**config.mk**
```make
export PLATFORM = sky130hd
export DESIGN_NAME = prid_back
export DESIGN_NICKNAME = d
export VERILOG_FILES = /design/src/hw/rtl/prid_pkg.sv /design/src/hw/rtl/prid_back.sv
export SDC_FILE = /design/constraint.sdc
export NUM_CORES = 1
export LEC_CHECK = 0
export BUFFER_PORTS_ARGS = -buffer_cell sky130_fd_sc_hd__buf_4
export CAP_MARGIN = 20
export CORE_ASPECT_RATIO = 0.9
export CORE_UTILIZATION = 30
export DETAILED_ROUTE_END_ITERATION = 8
export PLACE_DENSITY = 0.51
export SLEW_MARGIN = 20
export SYNTH_ARGS = -nofsm -noshare
export SYNTH_HDL_FRONTEND = slang
export SYNTH_SLANG_ARGS = --single-unit
```
**constraint.sdc**
```tcl
create_clock -name clk -period 10.8 [get_ports clk]
set_input_delay 0.54 -clock clk [delete_from_list [all_inputs] [get_ports clk]]
set_output_delay 0.54 -clock clk [all_outputs]
set_load 0.02 [all_outputs]
```
**src/hw/rtl/prid_pkg.sv**
```systemverilog
`default_nettype none
package prid_pkg;

  localparam int MAX_WIDTH  = 1024;
  localparam int MAX_HEIGHT = 1024;

  localparam int DIM_W   = 11;
  localparam int COL_W   = 10;
  localparam int ROW_W   = 10;
  localparam int LEN_W   = 8;
  localparam int COLOR_W = 24;
  localparam int PIX_W   = 21;

  localparam int PAL_DEPTH  = 256;
  localparam int FIFO_DEPTH = 4;
  localparam int FIFO_AW    = 2;

  localparam logic [1:0] OP_PAL   = 2'd0;
  localparam logic [1:0] OP_BYTE  = 2'd1;
  localparam logic [1:0] OP_START = 2'd2;

  typedef struct packed {
    logic [COLOR_W-1:0] pal_color;
    logic [7:0]         pal_index;
    logic [7:0]         byte_value;
    logic [1:0]         op;
  } in_beat_t;

  typedef struct packed {
    logic               is_start;
    logic [LEN_W-1:0]   count;
    logic [COLOR_W-1:0] data;
  } cmd_t;

  typedef struct packed {
    logic               image_done;
    logic               last_of_item;
    logic [COLOR_W-1:0] color;
    logic [LEN_W-1:0]   length;
    logic [COL_W-1:0]   column;
    logic [ROW_W-1:0]   row;
  } seg_t;

endpackage
`default_nettype wire

```
**src/hw/rtl/prid_back.sv**
```systemverilog
`default_nettype none
module prid_back (
  input  wire logic           clk,
  input  wire logic           rst,
  input  wire logic           head_valid,
  input  wire prid_pkg::cmd_t head,
  output logic                pop,
  output logic                out_valid,
  input  wire logic           out_ready,
  output prid_pkg::seg_t      out_seg
);

  logic [prid_pkg::DIM_W-1:0]   act_w;
  logic [prid_pkg::COL_W-1:0]   cur_col;
  logic [prid_pkg::ROW_W-1:0]   cur_row;
  logic                         active;
  logic [prid_pkg::LEN_W-1:0]   left;

  logic [prid_pkg::LEN_W-1:0]   eff_left;
  logic [prid_pkg::DIM_W-1:0]   room;
  logic [prid_pkg::LEN_W-1:0]   len;
  logic [prid_pkg::DIM_W-1:0]   col_sum;
  logic                         row_end;
  logic                         slot_free;
  logic                         emit;
  logic                         take_start;
  logic                         last_seg;

  assign eff_left   = active ? left : head.count;
  assign room       = act_w - {1'b0, cur_col};
  assign len        = (room < prid_pkg::DIM_W'(eff_left)) ? room[prid_pkg::LEN_W-1:0]
                                                          : eff_left;
  assign col_sum    = {1'b0, cur_col} + prid_pkg::DIM_W'(len);
  assign row_end    = col_sum == act_w;
  assign slot_free  = !out_valid || out_ready;
  assign take_start = head_valid && head.is_start;
  assign emit       = head_valid && !head.is_start && slot_free;
  assign last_seg   = len == eff_left;
  assign pop        = take_start || (emit && last_seg);

  always_ff @(posedge clk) begin
    if (rst) begin
      active    <= 1'b0;
      out_valid <= 1'b0;
    end else begin
      if (emit) begin
        out_valid <= 1'b1;
        active    <= !last_seg;
      end else if (out_ready) begin
        out_valid <= 1'b0;
      end
      if (take_start) begin
        active <= 1'b0;
      end
    end
  end

  always_ff @(posedge clk) begin
    if (take_start) begin
      act_w   <= head.data[prid_pkg::DIM_W-1:0];
      cur_row <= head.data[prid_pkg::DIM_W +: prid_pkg::ROW_W];
      cur_col <= '0;
    end else if (emit) begin
      left                 <= eff_left - len;
      out_seg.row          <= cur_row;
      out_seg.column       <= cur_col;
      out_seg.length       <= len;
      out_seg.color        <= head.data;
      out_seg.last_of_item <= last_seg;
      out_seg.image_done   <= row_end && cur_row == '0;
      if (row_end) begin
        cur_col <= '0;
        if (cur_row != '0) begin
          cur_row <= cur_row - 1'b1;
        end
      end else begin
        cur_col <= col_sum[prid_pkg::COL_W-1:0];
      end
    end
  end

endmodule
`default_nettype wire

```
==> results by group, run 1 <==
Run status
  – Status: finished clean

STA
  – Slew HR: 45.5%
  – Tmin final: 6.60 ns
  – Setup TNS: 0 ns
  – Max Freq: 0.151 GHz
  – Final setup margin: 4.20 ns
  – Min Hold Slack: 0.361 ns
  – Slew Viols, Final: 0
  – Endpoints failing hold: 0
  – Worst clock skew: 0.00908 ns
  – RSZ-0062 raised after global routing: no
  – Tightest Pin Transition: 0.816 ns
  – Part of the cycle the worst path needs: 61.1%
  – Final setup vio count: 0

Routing
  – DRT Pass-1 Iters: 4
  – Residual DRC: 0
  – Via-to-Cell Ratio: 4.77
  – DR WL/cell: 15.6 um
  – Post-route ant nets: 0
  – Starting DRC count in detailed routing: 154
  – Post-Route WL: 11.0 mm
  – DR vias: 3,352

Yosys
  – Dominant cells by area after synthesis: edfxtp_1 50%, ha_1 8.5%, dfxtp_1 4.8%
  – Cell variety after synth: 56
  – Yosys warning count: 0
  – Synth top area share: 50.0%
  – Post-Synthesis Cell Area: 0.00498 mm^2
  – Predominant post-synthesis flop cell: edfxtp_1
  – Share of flip-flops with an asynchronous set or reset: 0%
  – Synth area leader: edfxtp_1
  – Syn Area/Cell: 12.6 um^2
  – Register area share after synthesis: 54.8%
  – Syn_nets: 469
  – Syn Inst Count: 395
  – Synthesized flop and latch total: 95
  – Post-synth EDFFs: 83

Critical path
  – Worst setup SP type: register
  – Critical-path top delay cell: a211oi_4
  – Critical path depth: 24
  – Worst path cell trace: inv_1 -> ha_1 -> inv_1 -> fa_1 -> a21o_1 -> nand3_1 -> nand2_1 -> a21oi_1 -> xnor2_1 -> ha_1 -> o21ai_0 -> nor2_1 -> a211o_1 -> a211oi_4 -> mux2i_1 -> ha_1 -> fa_1 -> and4_1 -> a2111oi_2 -> o21ai_0 -> xnor2_1 -> nand4_1 -> nor2_1 -> a31o_2
  – Worst R2R Start: act_w[0]
  – Largest delay share family, worst path: compound AO/OA/AOI/OAI gates
  – Critical path data required time: 10.84 ns
  – Reg2reg path depth: 24
  – Critical Path Source: act_w[0]
  – Buffers & Inverters on Critical Path: 2
  – Crit end category: register
  – Worst stage delay on the critical path: 0.63 ns
  – Critical path type: reg2reg
  – WP data arrival: 6.64 ns
  – Critical Path Fanout Max: 19
  – Most frequent CP cell: ha_1

Placed design
  – Pre-CTS WS: 4.22 ns
  – Gp weighted congestion: 0.842
  – PortBufs: 92
  – Detailed placement HPWL: 8.54 mm

Pwr
  – Seq pwr share: 34.3%
  – Pwr Density: 228 mW/mm^2
  – Sw Ratio: 35.1%
  – Lkg Pwr: 2.49 nW
  – Int Power: 0.000921 W
  – Peak supply drop: 0.113 mV
  – Sw power: 0.000498 W
  – Clock power share: 23.8%
  – Combinational power share: 41.9%

Floorplanning
  – Starting density of the core: 30.8%
  – DIE WIDTH: 138 um
  – # IOs: 93
  – Placeable Area: 0.0162 mm^2
  – Num rows: 44
  – Die H: 124 um
  – Die ar.: 0.0171 mm^2

Min path
  – Worst hold path class: in2reg
  – Hold_sp: head[22]
  – Worst Hold Path Cells: 1

Finish
  – ANT cells: 0
  – Area Overhead vs Synth: 24.9%
  – Commonest non-fill, non-tap cell in the layout: buf_4
  – Fill count: 1,605
  – Most frequent cells in the layout: 93 x buf_4, 83 x edfxtp_1, 34 x ha_1, 29 x inv_1, 24 x a21oi_1
  – Layout cells sized above 1: 25.2%
  – Final #Nets: 565

Clocking
  – Hold buffers post-CTS: 0
  – CTS Root Cell: clkbuf_16
  – Clk slew on worst S/H paths: 0.07 ns
  – Post-cts gate resize count: 0
  – CTS HTree Levels: 3
  – Num CTS Buffers: 9
  – Postcts setup bufs: 0
  – Clk_lat worst skew: 0.36 ns
  – # clock sinks: 95
  – Clock Tree Buf Depth: 2
  – CTS tree: yes

Global route
  – Vias in the first global route: 3,433
  – First-pass GRT wire length: 17.6 mm
  – Largest net degree at the start of global routing: 52
  – Global Route Usage Sum: 13.5%
  – Grt total ovfl: 0
  – Initial antenna violation count: 0

Job
  – Max-cap viol count: 0
[metal layers]
| metal | vias to the layer above | share of wire, % | GRT usage, % |
|---|---|---|---|
| li1 | 1680 | - | - |
| met1 | 1596 | 48 | 17.9 |
| met2 | 70 | 47 | 21.5 |
| met3 | 6 | 4.4 | 3.46 |
| met4 | 0 | 0.66 | 4.03 |
| met5 | - | 0 | 0 |
[state kept, by name, summed over array words and instances (netlist names)]
| name | flops |
|---|---|
| out_valid | 1 |
| act_w | 11 |
| active | 1 |
| left | 8 |
| cur_row | 10 |
| cur_col | 10 |
| out_seg | 54 |
[kinds of logic (layout without fill, tap and decap cells)]
family,count (synthesis),in the layout,synth area share [%]
compound gates,92,92,12.8
simple gates,81,81,8.18
fa+ha+maj,37,37,9.74
mux,15,15,3.51
flops,95,95,54.8
xor+xnor,37,37,7.91
buf+inv,38,139,3.04
[through the flow]
step	instances	power (W)	util [%]	instance area [um^2]
6_report	703	0.00142	38.4	6220
3_3_place_gp	687	0.00108	36.5	5900
4_1_cts	703	0.00143	38.4	6220
3_5_place_dp	687	0.00109	36.5	5900
5_1_grt	703	0.00151	38.4	6220
2_1_floorplan	395	0.000946	-	4980
[power by group through the flow]
stage               sequential, W  combinational, W  clock (W)
CTS                      0.000488          0.000597   0.000346
global route             0.000493          0.000662   0.000359
finish                   0.000487          0.000595   0.000337
global placement         0.000495          0.000590          0
floorplan                0.000500          0.000445          0
detailed placement       0.000496          0.000593          0
[cells in the mapped netlist, drive strengths merged, types with 3 or more instances]
cell / count
nand2: 17
inv: 30
xnor2: 18
a21o: 9
buf: 3
a211oi: 3
xor2: 14
o21ai: 15
mux2i: 4
a31oi: 5
o21bai: 4
nor4: 3
clkbuf: 5
mux2: 10
a2111oi: 3
a211o: 3
nand4: 3
xnor3: 4
nor3: 8
nand3: 7
nand2b: 7
a22o: 6
ha: 34
dfxtp: 12
a21oi: 24
nor2: 21
edfxtp: 83
fa: 3
o21a: 7
or3: 4
[worst paths after layout]
path	endpoint	slack, ns
worst min register to register	out_seg[7]	0.52
worst min-delay path	out_seg[50]	0.36
worst max-delay path	cur_row[7]	4.20
worst max register to register	cur_row[7]	4.20
[final cells by class]
cell class | instances | area (um^2) | share of cell area [%]
sequential | 95 | 2730 | 43.9
multi-input combinational | 262 | 2100 | 33.7
timing repair buffer | 93 | 698 | 11.2
tap | 207 | 259 | 4.16
clock buffer | 9 | 225 | 3.62
inverter | 30 | 113 | 1.81
clock inverter | 7 | 95.1 | 1.53
(Power assumes the default switching activity.)
==> inputs of run 2 (changes only) <==
==> constraint.sdc (replaced) <==
create_clock -name clk -period 6.46 [get_ports clk]
set_input_delay 0.323 -clock clk [delete_from_list [all_inputs] [get_ports clk]]
set_output_delay 0.323 -clock clk [all_outputs]
set_load 0.02 [all_outputs]
==> results by group, run 2 (synthesis results as in run 1) <==
Run status
  – Status: finished clean

Finish
  – Fin cells: 707 (+0.57%)
  – Area Overhead vs Synth: 25.5%
  – Commonest non-fill, non-tap cell in the layout: buf_4
  – Largest regs: out_seg x54, act_w x11
  – Max FFs per register: 54 (unchanged)
  – Largest register by flop count: out_seg
  – Final #Nets: 569 (+0.71%)
  – Most frequent cells in the layout: 97 x buf_4, 83 x edfxtp_1, 34 x ha_1, 29 x inv_1, 24 x a21oi_1
  – ANT cells: 0 (unchanged)
  – Layout cells sized above 1: 26.0% (+0.80 points)

Placed design
  – Pre-CTS WS: 0.180 ns (-4.04 ns)
  – Gp weighted congestion: 0.828 (-1.6%)
  – Placed insts: 688 (+0.15%)
  – PortBufs: 92 (unchanged)
  – Detailed placement HPWL: 8.62 mm (+0.92%)

Critical path
  – Worst path cell trace: inv_1 -> ha_1 -> inv_1 -> fa_1 -> a21o_1 -> nand3_1 -> nand2_1 -> a21oi_1 -> xnor2_1 -> ha_1 -> o21ai_0 -> nor2_1 -> a211o_1 -> a211oi_4 -> buf_4 -> mux2_2 -> ha_1 -> o211a_1 -> a221oi_1 -> xnor3_1 -> a31oi_1 -> nand4_1 -> nor2_1 -> a31o_4
  – Reg2reg path depth: 24 (unchanged)
  – Most frequent CP cell: ha_1
  – Critical Path Fanout Max: 10 (-9)
  – WP data arrival: 6.06 ns (-0.58 ns)
  – Crit end category: register
  – Worst setup SP type: register
  – Critical path data required time: 6.52 ns (-4.32 ns)
  – Critical-path top delay cell: a221oi_1
  – Largest delay share family, worst path: compound AO/OA/AOI/OAI gates
  – Critical path type: reg2reg
  – Worst stage delay on the critical path: 0.51 ns (-0.12 ns)
  – Buffers & Inverters on Critical Path: 3 (+1)
  – Critical path depth: 24 (unchanged)

Clocking
  – CTS tree: yes
  – Clk_lat worst skew: 0.35 ns (about the same)
  – Num CTS Buffers: 9 (unchanged)
  – Clock Tree Buf Depth: 2 (unchanged)
  – Clk slew on worst S/H paths: 0.08 ns (about the same)
  – CTS Root Cell: clkbuf_16
  – Hold buffers post-CTS: 0 (unchanged)
  – # clock sinks: 95 (unchanged)
  – CTS HTree Levels: 3 (unchanged)

Pwr
  – Pwr Density: 378 mW/mm^2 (+66%)
  – Seq pwr share: 34.5% (+0.2 points)
  – Combinational power share: 43.3% (+1.4 points)
  – Total power: 0.00236 W (+67%)
  – Peak supply drop: 0.195 mV (+72%)
  – Clock power share: 22.3% (-1.5 points)
  – Int Power: 0.00152 W (+65%)
  – Lkg Pwr: 2.50 nW (+0.65%)
  – Sw Ratio: 35.8% (+0.65 points)
  – Sw power: 0.000845 W (+70%)

Floorplanning
  – # IOs: 93 (unchanged)
  – Starting density of the core: 30.8% (unchanged)
  – Die ar.: 0.0171 mm^2 (unchanged)
  – Die H: 124 um (unchanged)
  – DIE WIDTH: 138 um (unchanged)
  – Num rows: 44 (unchanged)
  – Placeable Area: 0.0162 mm^2 (unchanged)

Global route
  – Grt total ovfl: 0 (unchanged)
  – Vias in the first global route: 3,428 (-0.15%)
  – Initial antenna violation count: 0 (unchanged)
  – Largest net degree at the start of global routing: 37 (-29%)
  – First-pass GRT wire length: 17.9 mm (+1.6%)
  – Global Route Usage Sum: 13.9% (+0.34 points)

Routing
  – Residual DRC: 0 (unchanged)
  – Post-Route WL: 11.1 mm (+1.3%)
  – DR WL/cell: 15.7 um (+0.70%)
  – Via-to-Cell Ratio: 4.80 (+0.59%)
  – Starting DRC count in detailed routing: 228 (+48%)
  – DR vias: 3,391 (+1.2%)
  – Post-route ant nets: 0 (unchanged)
  – DRT Pass-1 Iters: 4 (unchanged)

Min path
  – Worst Hold Path Cells: 1 (unchanged)
  – Worst hold path class: in2reg

STA
  – Final setup margin: 0.455 ns (-3.74 ns)
  – Slew Viols, Final: 0 (unchanged)
  – Endpoints failing hold: 0 (unchanged)
  – Worst clock skew: 0.0122 ns (+0.00315 ns)
  – Tightest Pin Transition: 0.795 ns (-0.0212 ns)
  – Setup TNS: 0 ns (unchanged)
  – Tmin final: 6.00 ns (-0.599 ns)
  – Final setup vio count: 0 (unchanged)
  – Part of the cycle the worst path needs: 92.9% (+32 points)
  – Max Freq: 0.167 GHz (+10%)
  – Slew HR: 46.9% (+1.4 points)

Job
  – Max-cap viol count: 0 (unchanged)
run 2: cell count changes in the layout (fill, tap and decap cells not counted), sizes merged:
cell      before  now
buf           93   97
bufinv         1    0
clkinv         2    1
clkinvlp       0    1
inv           34   35
run 2: final cells by class:
cell class / instances / area [um^2]
Clock inverter: 7 / 70.1
Timing Repair Buffer: 97 / 728
Sequential cell: 95 / 2730
Tap cell: 207 / 259
Fill cell: 1619 / 9930
Inverter: 30 / 113
Clock buffer: 9 / 225
Multi-Input combinational cell: 262 / 2120
run 2: worst register-to-register path: cells and delay by family (launching register included):
kind	cells	cell delay, ns
AOI/OAI and AO/OA	9	2.29
adders and majority gates	4	1.18
and+or+nand+nor	5	0.65
xor gates and xnor gates	2	0.49
DFF	1	0.41
muxes	1	0.38
buffers and inverters	3	0.33
run 2: per-stage QoR:
stage / instance area (um^2) / hold slack, ns / utilization [%]
after floorplan: 4980 / 0.392 / -
final: 6250 / 0.143 / 38.6
after CTS: 6200 / 0.131 / 38.3
after detailed placement: 5910 / 0.491 / 36.5
after global placement: 5910 / 0.486 / 36.5
after global routing: 6250 / 0.125 / 38.6
run 2: path summary, 6_finish.rpt:
kind / to / slack [ns] / start
hold / removal: out_seg[49] / 0.14 / head[21]
hold reg to reg: out_seg[5] / 0.51 / cur_row[5]
setup / recovery: cur_row[2] / 0.46 / act_w[0]
setup reg to reg: cur_row[2] / 0.46 / act_w[0]
run 2: repair_timing:
action | CTS | global route
setup endpoints to repair | 0 | 19
gates resized for setup | 0 | 3
buffers inserted | 0 | 3
run 2: power groups by stage:
stage	sequential [W]	clock (W)	combinational, W
2_1_floorplan	0.000837	0	0.000745
3_3_place_gp	0.000828	0	0.000988
3_5_place_dp	0.000830	0	0.000998
4_1_cts	0.000816	0.000543	0.00100
5_1_grt	0.000826	0.000570	0.00114
6_report	0.000814	0.000527	0.00102
run 2: per-layer routing:
layer	part of all wire [%]	GRT usage (%)	vias up
met3	4.9	3.26	7
met5	0	0	-
met1	48	18.9	1617
met2	46	21.5	78
met4	0.72	4.60	0
li1	-	-	1689
