==> config.mk <==
export PLATFORM = sky130hd
export DESIGN_NAME = prid_fifo
export DESIGN_NICKNAME = d
export VERILOG_FILES = /design/src/hw/rtl/prid_pkg.sv /design/src/hw/rtl/prid_fifo.sv
export SDC_FILE = /design/constraint.sdc
export NUM_CORES = 1
export LEC_CHECK = 0
export ABC_AREA = 1
export ABC_CLOCK_PERIOD_IN_PS = 2100
export CAP_MARGIN = 40
export CORE_MARGIN = 4
export CORE_UTILIZATION = 30
export CTS_CLUSTER_SIZE = 12
export DETAILED_ROUTE_END_ITERATION = 6
export DONT_BUFFER_PORTS = 1
export GPL_ROUTABILITY_DRIVEN = 0
export SLEW_MARGIN = 10
export SYNTH_ARGS = -nofsm -noshare
export SYNTH_HDL_FRONTEND = slang
export SYNTH_SLANG_ARGS = --single-unit
==> constraint.sdc <==
create_clock -name clk -period 2.1 [get_ports clk]
set_input_delay 0.21 -clock clk [delete_from_list [all_inputs] [get_ports clk]]
set_output_delay 0.21 -clock clk [all_outputs]
set_load 0.05 [all_outputs]
==> src/hw/rtl/prid_pkg.sv <==
`default_nettype none
package prid_pkg;

  localparam int MAX_WIDTH  = 1024;
  localparam int MAX_HEIGHT = 1024;

  localparam int DIM_W   = 11;
  localparam int COL_W   = 10;
  localparam int ROW_W   = 10;
  localparam int LEN_W   = 8;
  localparam int COLOR_W = 24;
  localparam int PIX_W   = 21;

  localparam int PAL_DEPTH  = 256;
  localparam int FIFO_DEPTH = 4;
  localparam int FIFO_AW    = 2;

  localparam logic [1:0] OP_PAL   = 2'd0;
  localparam logic [1:0] OP_BYTE  = 2'd1;
  localparam logic [1:0] OP_START = 2'd2;

  typedef struct packed {
    logic [COLOR_W-1:0] pal_color;
    logic [7:0]         pal_index;
    logic [7:0]         byte_value;
    logic [1:0]         op;
  } in_beat_t;

  typedef struct packed {
    logic               is_start;
    logic [LEN_W-1:0]   count;
    logic [COLOR_W-1:0] data;
  } cmd_t;

  typedef struct packed {
    logic               image_done;
    logic               last_of_item;
    logic [COLOR_W-1:0] color;
    logic [LEN_W-1:0]   length;
    logic [COL_W-1:0]   column;
    logic [ROW_W-1:0]   row;
  } seg_t;

endpackage
`default_nettype wire

==> src/hw/rtl/prid_fifo.sv <==
`default_nettype none
module prid_fifo (
  input  wire logic           clk,
  input  wire logic           rst,
  input  wire logic           push,
  input  wire prid_pkg::cmd_t push_cmd,
  output logic                full,
  input  wire logic           pop,
  output logic                head_valid,
  output prid_pkg::cmd_t      head
);

  prid_pkg::cmd_t                 slots [prid_pkg::FIFO_DEPTH];
  logic [prid_pkg::FIFO_AW-1:0]   wr_ptr;
  logic [prid_pkg::FIFO_AW-1:0]   rd_ptr;
  logic [prid_pkg::FIFO_AW:0]     count;

  assign full       = count == (prid_pkg::FIFO_AW+1)'(prid_pkg::FIFO_DEPTH);
  assign head_valid = count != '0;
  assign head       = slots[rd_ptr];

  always_ff @(posedge clk) begin
    if (rst) begin
      wr_ptr <= '0;
      rd_ptr <= '0;
      count  <= '0;
    end else begin
      if (push) begin
        wr_ptr <= wr_ptr + 1'b1;
      end
      if (pop) begin
        rd_ptr <= rd_ptr + 1'b1;
      end
      if (push && !pop) begin
        count <= count + 1'b1;
      end else if (pop && !push) begin
        count <= count - 1'b1;
      end
    end
  end

  always_ff @(posedge clk) begin
    if (push) begin
      slots[wr_ptr] <= push_cmd;
    end
  end

endmodule
`default_nettype wire

==> impl_results.md, run 1 <==
- Syn_nets: between 400 and 500
- P_leak: between 0.002 and 0.0025 µW
- Min Clock Period, post-route: just under 2 ns
- Synthesized flop and latch total: around 140
- Ports: 72
- Yosys cell types: 21
- Synthesis Warnings: 0
- Overflow after GRT: 0
- Hold Fails Final Rpt: 0
- Worst setup EP type: output port
- Pre-antenna DRT Iters: 4
- DR WL/cell: about 16 µm
- Finish-stage setup viols: 0
- CTS Buffer Depth: 2
- Critical path's largest stage delay: 0.36 ns
- Vias: between 3k and 4k
- CP most frequent cell: buf_4
- Status: complete, no violations
- Die X-Extent: about 140 µm
- CP max stage cell: dfxtp_2
- First-pass GRT wire length: 17.7 mm
- Slew @ Worst Pin: about 0.47 ns
- Post-Syn Area: 5370 µm²
- Post-route ant nets: 0
- Largest net degree at the start of global routing: 35
- Global-route usage over all layers: 11.6%
- Initial antenna violation count: 1
- RSZ-0062 raised after global routing: no
- Vias/cell: 4.68
- Post-layout net count: 502
- Post-CTS Setup Bufs: 0
- Die area: 20100 µm²
- Fin Clk Skew: 0.00585 ns
- Slew margin rel.: between 60% and 70%
- Pwr per Cell Area: ~1100 nW/µm²
- Fillers: 1619
- Gate count of the mapped netlist: 378
- Number of global-route vias before repair: ~3.3k
- CTS Root Cell: clkbuf_16
- Hpwl dp: 6.64 mm
- Max-slew violations: 0
- Area fraction of the dominant cell type after synthesis: 73.8%
- Core area: 17400 µm²
- Fmax achieved: between 500 and 600 MHz
- Max VDD drop: 0.566 mV
- CP Class: reg2out
- Die Y: between 100 and 150 µm
- Worst Path Required: about 1.9 ns
- Area grow syn2layout: 27.6%
- Port bufs: 0
- DP Cell Count: around 630
- Hold slack: 0.0250 ns
- Hold Crit Class: in2reg
- Crit path max fanout: 32
- Startpoint types: flip-flop
- Fin util: about two fifths
- Register area share after synthesis: 77.2%
- CTS Buf Count: 17
- CP arrival: 1.75 ns
- Initial DRC count: between 100 and 150
- TritonCTS clock tree: yes
- Tcrit/Tclk final: 93.2%
- Syn_area_per_cell: 14.2 µm²
- TNS Setup: 0 ns
- Synth area leader: edfxtp_1
- Final non-filler cell total: 698
- Layout cells sized above 1: 16.9%
- WL final: 11.4 mm
- Residual DRC count: 0
- Synth area leaders: edfxtp_1 74%, nor2_1 5.1%, o21ai_0 4.9%, o22ai_1 3.8%, dfxtp_1 3.4%
- Row count: 48
- CTS clk-pin slew, worst paths: ~0.05 ns
- H-tree depth: 4
- Initial Util: 30.8%
- Crit path cell chain: buf_4 > o21ai_0 > o22ai_1 > buf_4
- CP delay by family, top: buffers and inverters
- Worst-Skew Late Latency: 0.40 ns
- Max Cap Viol: 0
- Sink Count: 141
- CP Buf/Inv Count: 2
-- stage by stage --
stage	setup WS [ns]	power [µW]	instance area, µm²
5_1_grt	0.0120	7530	6850
4_1_cts	0.0983	7330	6850
6_report	0.143	7240	6850
3_3_place_gp	0.547	4190	5880
2_1_floorplan	0.419	3940	5370
3_5_place_dp	0.540	4200	5880
-- where the power goes --
group	switching (µW)	internal, µW	total (µW)
Clock	1060	1970	3030
Sequential	37.5	3210	3240
Combinational	679	283	962
Total	1780	5460	7240
-- final cells by class --
cell class	instances	area, µm²	area share, %
antenna	1	2.50	0.0365
timing repair buffer	82	756	11.0
clock buffer	19	433	6.32
inverter	17	63.8	0.932
clock inverter	13	173	2.52
sequential	141	4150	60.5
tap	225	282	4.11
multi-input combinational	200	996	14.5
-- cell usage after synthesis (all sizes together) --
cell type	number
o22ai	33
nor3	1
o21ai	71
nand4	1
buf	17
inv	17
clkbuf	3
dfxtp	9
edfxtp	132
ha	5
xor2	1
nand2	10
nand3	1
fa	1
a21oi	3
nor2	73
-- final timing paths --
kind	endpoint	depth (start not counted)	slack, ns	from
worst max-delay path	head[23]	4	0.14	flip-flop
worst min-delay path	flip-flop	3	0.03	pop
worst max register to register	slots[0][7]	5	0.79	wr_ptr[0]
worst min register to register	rd_ptr[1]	1	0.45	rd_ptr[1]
-- state kept, by name, indices dropped and copies added, names as in the netlist, named ones only --
register	count
wr_ptr	2
rd_ptr	2
count	3
slots	132
-- layer usage --
metal,track usage [%],up-vias,wire length [µm]
met5,0,-,0
met4,3.99,0,101
met3,3.57,9,509
met2,19.9,74,5810
met1,13.8,1618,4960
li1,-,1564,-
-- logic make-up after synthesis --
logic type      share of synthesized area [%]
buf+inv                                  4.26
xor+xnor                                0.163
compound gates                           10.7
flops                                    77.2
simple gates                             6.11
fa+ha+maj                                1.54
-- repair_timing --
action | CTS | global route
hold buffers | 36 | 0
hold endpoints to repair | 136 | 0
gates resized for setup | 0 | 0
-- cells in the final DEF (no fill, tap or decap), types with 8 or more instances in the layout --
cell,count
nand2_1,10
edfxtp_1,132
dlygate4sd3_1,36
clkbuf_16,17
o21ai_0,53
dfxtp_1,8
o21ai_1,18
inv_1,11
o22ai_1,33
buf_4,42
nor2_1,73
-- worst min-delay path, cell delays in order --
cell     delay (ns)
nand2_1        0.03
inv_1          0.09
nor2_1         0.05
Power figures use the tool's default switching activity.
==> run 2: changes to the inputs <==
Settings changed: ABC_CLOCK_PERIOD_IN_PS 2100 to 2400.
Clock period 2.1 ns to 2.4 ns, I/O delays scaled along.
==> run 2 against run 1 <==
Compared with the run above:
- via count is 2.3% lower
- clock skew is 0.0012 ns higher
- final cell count is 1.1% lower
- first-iteration DRC count is 17% higher
- clock-buffer cell count stayed put
- register-to-register slack hardly changed
- clock power is 22% lower
- non-clock buffer count is 4 lower
- critical path type unchanged
- flip-flop and latch count stayed put
- routed wire length is 2.4% lower
- largest power group unchanged
- critical endpoint unchanged
- hold slack worse by 0.0023 ns
- sequential power is 12% lower
==> impl_results.md, run 2 (synthesis gave the netlist of run 1 again) <==
- Setup WS post-layout: 0.255 ns (+0.112 ns)
- Post-CTS Setup Bufs: 0 (unchanged)
- Layout cells sized above 1: 16.3% (-0.61 points)
- Hpwl dp: 7.00 mm (+5.3%)
- Port bufs: 0 (unchanged)
- Slew margin rel.: 47.0% (-21 points)
- DR WL/cell: 16.1 µm (-1.3%)
- Die area: 20100 µm² (unchanged)
- Most common cell after layout, fill and taps aside: edfxtp_1
- TritonCTS clock tree: yes
- Initial Util: 30.8% (unchanged)
- CP Class: reg2out
- Max reg flops: 132 (unchanged)
- Status: complete, no violations
- Most frequent cells in the layout: 132 x edfxtp_1, 73 x nor2_1, 53 x o21ai_0, 43 x buf_4, 34 x dlygate4sd3_1
- Worst Path Required: 2.16 ns (+0.27 ns)
- CTS clk-pin slew, worst paths: 0.05 ns (about the same)
- Max Cap Viol: 0 (unchanged)
- GR Util met1: 13.7% (-0.16 points)
- Global-route usage over all layers: 11.4% (-0.14 points)
- P_leak: 0.00236 µW (-1.8%)
- Vias: 3190 (-2.3%)
- Vias/cell: 4.62 (-1.2%)
- Antenna fix cells: 0 (-1)
- Switching part of the total power: 25.0% (+0.38 points)
- Reg2reg path depth: 4 (-1)
- Pwr per Cell Area: 901 nW/µm² (-15%)
- Gate power share: 13.7% (+0.4 points)
- RR Startpoint: wr_ptr[0]
- M2 GR Usage: 19.0% (-0.87 points)
- Core area: 17400 µm² (unchanged)
- Hold Path Depth: 2 (-1)
- Startpoint types: flip-flop
- Tcrit/Tclk final: 89.4%
- CTS Root Cell: clkbuf_16
- Critical path's largest stage delay: 0.43 ns (+0.07 ns)
- Largest registers: slots x132, count x3
- Worst setup EP type: output port
- Fmax achieved: around 470 MHz
- Number of global-route vias before repair: 3238 (-2.1%)
- TNS Setup: 0 ns (unchanged)
- Post-Place Worst Slack: 0.673 ns (+0.133 ns)
- CP max stage cell: inv_2
- Max-slew violations: 0 (unchanged)
- Initial DRC count: 172 (+17%)
- WL final: 11.1 mm (-2.4%)
- Initial antenna violation count: 0 (-1)
- Int Pwr: 4530 µW (-17%)
- Row count: 48 (unchanged)
- Overflow after GRT: 0 (unchanged)
- Flop pwr share: 47.0% (+2.2 points)
- Ports: 72 (unchanged)
- Largest net degree at the start of global routing: 37 (+5.7%)
- Area grow syn2layout: 24.9%
- Fin Clk Skew: 0.00707 ns (+0.00121 ns)
- Sink Count: 141 (unchanged)
- Post-route ant nets: 0 (unchanged)
- First-pass GRT wire length: 17.4 mm (-2.0%)
- Pre-antenna DRT Iters: 4 (unchanged)
- Crit path cell chain: inv_2 > o21ai_0 > o22ai_1 > buf_4
- Gr busiest metal: met2
- Finish-stage setup viols: 0 (unchanged)
- Multi-input gate area: 996 µm² (unchanged)
- CTS Buffer Depth: 2 (unchanged)
- CTS Buf Count: 17 (unchanged)
- Min-Delay Startpoint: push
- Met3 Track Usage GR: 4.04% (+0.47 points)
- Slew @ Worst Pin: 0.793 ns (+0.322 ns)
- Net Sw Power: 1510 µW (-15%)
- FF/Latch Area: 4150 µm² (unchanged)
- Die Y: 142 µm (unchanged)
- Hold Crit Class: in2reg
- Fillers: 1637 (+1.1%)
- RSZ-0062 raised after global routing: no
- Max VDD drop: 0.470 mV (-17%)
- H-tree depth: 4 (unchanged)
- Hold Fails Final Rpt: 0 (unchanged)
- Reg with most FFs: slots
- CP arrival: 1.90 ns (+0.15 ns)
- Post-layout net count: 498 (-0.80%)
- Die X-Extent: 142 µm (unchanged)
- Crit path max fanout: 33 (+3.1%)
- Residual DRC count: 0 (unchanged)
- Clock share of power: 39.2% (-2.7 points)
- Worst-Skew Late Latency: 0.41 ns (about the same)
- Min Clock Period, post-route: ~2.1 ns
-- run 2: changes by cell type in the layout (fill, tap and decap cells not counted), sizes merged --
cell,change
clkinvlp,-3
bufinv,-2
buf,-2
dlygate4sd3,-2
clkinv,+2
diode,-1
-- run 2: final cells by class --
cell class	instances	share of cell area (%)
inverter	17	0.952
timing repair buffer	78	10.2
multi-input combinational	200	14.9
clock buffer	19	6.46
tap	225	4.20
clock inverter	10	1.51
sequential	141	61.8
-- run 2: final timing paths --
path                  end  slack, ns
min reg2reg     flip-flop       0.43
min             wr_ptr[0]       0.02
max              head[23]       0.26
max reg2reg  slots[2][14]       0.78
-- run 2: per-stage QoR --
stage	hold slack, ns	instances	total power [µW]	area, µm²	util [%]
final	0.0227	690	6040	6700	38.5
after global routing	0.0516	690	6280	6700	38.5
after CTS	0.00790	690	6100	6700	38.5
after detailed placement	0.318	627	3670	5830	33.5
after global placement	0.314	626	3650	5810	33.4
after floorplan	0.312	378	3450	5370	-
-- run 2: worst max-delay path: cells and delay by family (launching register included) --
family / cells / cell delay, ns
compound gates: 2 / 0.48
flops: 1 / 0.31
buf+inv: 2 / 0.70
-- run 2: what timing repair did --
item	in CTS	in global routing
hold endpoints to repair	133	0
hold buffers	34	0
resized for setup	0	0
-- run 2: power groups by stage --
stage / Combinational [µW] / Sequential, µW / Clock [µW]
2_1_floorplan: 566 / 2880 / 0
3_3_place_gp: 761 / 2890 / 0
3_5_place_dp: 776 / 2890 / 0
4_1_cts: 846 / 2840 / 2420
5_1_grt: 896 / 2850 / 2540
6_report: 831 / 2840 / 2370
-- run 2: routing by layer --
| metal | part of all wire (%) | wire, µm | vias to the layer above |
|---|---|---|---|
| met5 | 0 | 0 | - |
| met4 | 1.6 | 179 | 0 |
| met3 | 5.1 | 570 | 16 |
| met1 | 43 | 4820 | 1559 |
| met2 | 50 | 5540 | 68 |
| li1 | - | - | 1547 |
==> run 3: changes to the inputs <==
Settings changed: ABC_AREA 1 to 0.
==> run 3 against run 2 <==
Compared with the run above:
- synthesized cell count down 43%
- final cell count fell by 26%
- total power rose by 4.6%
- synthesized area shrank 2.4%
- hold slack gained 0.085 ns
- clock-buffer cell count decreased by 2
- fmax down 4.4%
- sequential power up 1%
- non-clock buffer count fell by 31
- highest routed layer is now met5
==> impl_results.md, run 3 <==
- Status: complete, no violations
- Synth area leaders: edfxtp_1 76%, mux4_2 13%, dfxtp_1 3.4%, mux4_1 1.5%, ha_1 1.2%
- Most frequent cells in the layout: 132 x edfxtp_1, 37 x dlygate4sd3_1, 30 x mux4_2, 17 x clkbuf_16
- Min Clock Period, post-route: 2.24 ns (+0.0999 ns)
- Die X-Extent: 140 µm (-1.1%)
- Worst Path Required: 2.16 ns (about the same)
- Post-route ant nets: 0 (unchanged)
- R2r setup slk: 0.81 ns (+0.03 ns)
- P_leak: 0.00214 µW (-9.4%)
- Asr flop ratio synth: 0% (unchanged)
- Synthesized flop and latch total: 141 (unchanged)
- Slew @ Worst Pin: 0.830 ns (+0.0371 ns)
- Worst-Skew Late Latency: 0.41 ns (about the same)
- DR WL/cell: 19.2 µm (+19%)
- Residual DRC count: 0 (unchanged)
- Max Cap Viol: 0 (unchanged)
- Initial DRC count: 107 (-38%)
- Max VDD drop: 0.465 mV (-1.2%)
- Largest registers: slots x132, count x3
- Commonest register cell after synthesis: edfxtp_1
- Number of global-route vias before repair: 2651 (-18%)
- CTS Buffer Depth: 2 (unchanged)
- Fin util: 38.2% (-0.28 points)
- Pre-antenna DRT Iters: 4 (unchanged)
- Post-Syn Area: 5240 µm² (-2.4%)
- FF-to-FF End: slots[2][17]
- Syn_area_per_cell: 24.1 µm² (+70%)
- Fin Clk Skew: 0.00785 ns (+0.000784 ns)
- Vias: 2330 (-27%)
- Pwr Total: 6320 µW (+4.6%)
- CP endpoint: head[3]
- Gate count of the mapped netlist: 217 (-43%)
- Max-slew violations: 0 (unchanged)
- Hold Fails Final Rpt: 0 (unchanged)
- Fmax achieved: 446 MHz (-4.4%)
- Reg2reg path depth: 4 (unchanged)
- Post-CTS Resized: 0 (unchanged)
- RR Startpoint: wr_ptr[0]
- Startpoint types: flip-flop
- Antenna fix cells: 0 (unchanged)
- Vias/cell: 4.55 (-1.6%)
- Row count: 48 (unchanged)
- Overflow after GRT: 0 (unchanged)
- Post-synth top cells: 132 x edfxtp_1, 30 x mux4_2, 9 x dfxtp_1
- Die area: 19600 µm² (-2.3%)
- Syn_nets: 260 (-38%)
- Sink Count: 141 (unchanged)
- Slew margin rel.: 44.4% (-2.6 points)
- Most numerous cell in the Yosys netlist: edfxtp_1
- Pwr per Cell Area: 963 nW/µm² (+6.9%)
- Die Y: 140 µm (-1.1%)
- Most common cell after layout, fill and taps aside: edfxtp_1
- Post-CTS Setup Bufs: 0 (unchanged)
- Ports: 72 (unchanged)
- TNS Setup: 0 ns (unchanged)
- Largest net degree at the start of global routing: 25 (-32%)
- H-tree depth: 4 (unchanged)
- Hold Crit Class: in2reg
- Synthesis Warnings: 0 (unchanged)
- Max reg flops: 132 (unchanged)
- Yosys cell types: 21 (unchanged)
- Post-layout net count: 317 (-36%)
- TritonCTS clock tree: yes
- Port bufs: 0 (unchanged)
- CP arrival: 2.00 ns (+0.10 ns)
- Crit path max fanout: 12 (-64%)
- Layout cells sized above 1: 26.5% (+10 points)
- Worst setup EP type: output port
- Reg with most FFs: slots
- First-pass GRT wire length: 15.8 mm (-9.2%)
- CTS Buf Count: 17 (unchanged)
- Tcrit/Tclk final: 93.5% (+4.2 points)
- Post-synth EDFFs: 132 (unchanged)
- CTS Root Cell: clkbuf_16
- WL final: 9.83 mm (-11%)
- Finish-stage setup viols: 0 (unchanged)
- Initial antenna violation count: 1 (+1)
- Core area: 17200 µm² (-1.4%)
- Area fraction of the dominant cell type after synthesis: 75.7% (+1.8 points)
- Synth area leader: edfxtp_1
- Hold Path Depth: 3 (+1)
- Area grow syn2layout: 25.3%
- Global-route usage over all layers: 10.9% (-0.58 points)
- CP Class: reg2out
- Initial Util: 30.5% (-0.33 points)
- CTS clk-pin slew, worst paths: 0.06 ns (about the same)
- RSZ-0062 raised after global routing: no
- Register area share after synthesis: 79.1% (+1.9 points)
- Hpwl dp: 6.04 mm (-14%)
==> run 3: cell type report <==
class | count | area [µm²]
flip-flops and latches | 141 | 4150
fillers | 1592 | 10600
clock buffers | 17 | 425
clock inverters | 15 | 178
well taps | 225 | 282
multi-input cells | 63 | 996
repair buffers | 47 | 520
inverters | 4 | 15.0
==> run 3: per-layer routing <==
metal / share of wire, % / global-route usage [%]
met5: 0.13 / 0
met4: 0.95 / 3.52
met3: 6.3 / 4.57
met2: 53 / 18.5
met1: 40 / 12.4
==> run 3: critical path, stage by stage, from the launching register on <==
cell and delay (ns):
dfxtp_2 0.64, buf_4 0.27, mux4_2 0.68
==> run 3: per-stage QoR <==
stage | cell area, µm² | std cells | setup WS [ns] | hold slack, ns
4_1_cts | 6560 | 512 | 0.0715 | 0.0837
6_report | 6560 | 512 | 0.155 | 0.108
3_3_place_gp | 5590 | 443 | 0.526 | 0.308
3_5_place_dp | 5590 | 443 | 0.524 | 0.310
2_1_floorplan | 5240 | 217 | 0.653 | 0.339
5_1_grt | 6560 | 512 | 0.0162 | 0.138
==> run 3: kinds of logic after synthesis <==
logic type | count (synthesis) | share of synthesized area (%)
simple gates | 15 | 1.43
fa+ha+maj | 6 | 1.58
flops | 141 | 79.1
buf+inv | 13 | 2.08
compound gates | 2 | 0.191
xor+xnor | 5 | 0.836
mux | 35 | 14.8
==> run 3: worst min path at each step <==
stage                              to  slack (ns)         from
final                       flip-flop        0.11          pop
after global routing        flip-flop        0.14          pop
after CTS                   flip-flop        0.08          pop
after detailed placement    flip-flop        0.31          rst
after global placement      flip-flop        0.31          rst
after floorplan           slots[0][0]        0.34  push_cmd[0]
==> run 3: timing repair <==
action	CTS	global route
hold endpoints to repair	141	0
hold buffers	37	0
endpoints found under the setup margin	0	0
==> run 3: power by group <==
group	internal (µW)	switching [µW]
Clock	1710	938
Combinational	243	550
Sequential	2820	54.0
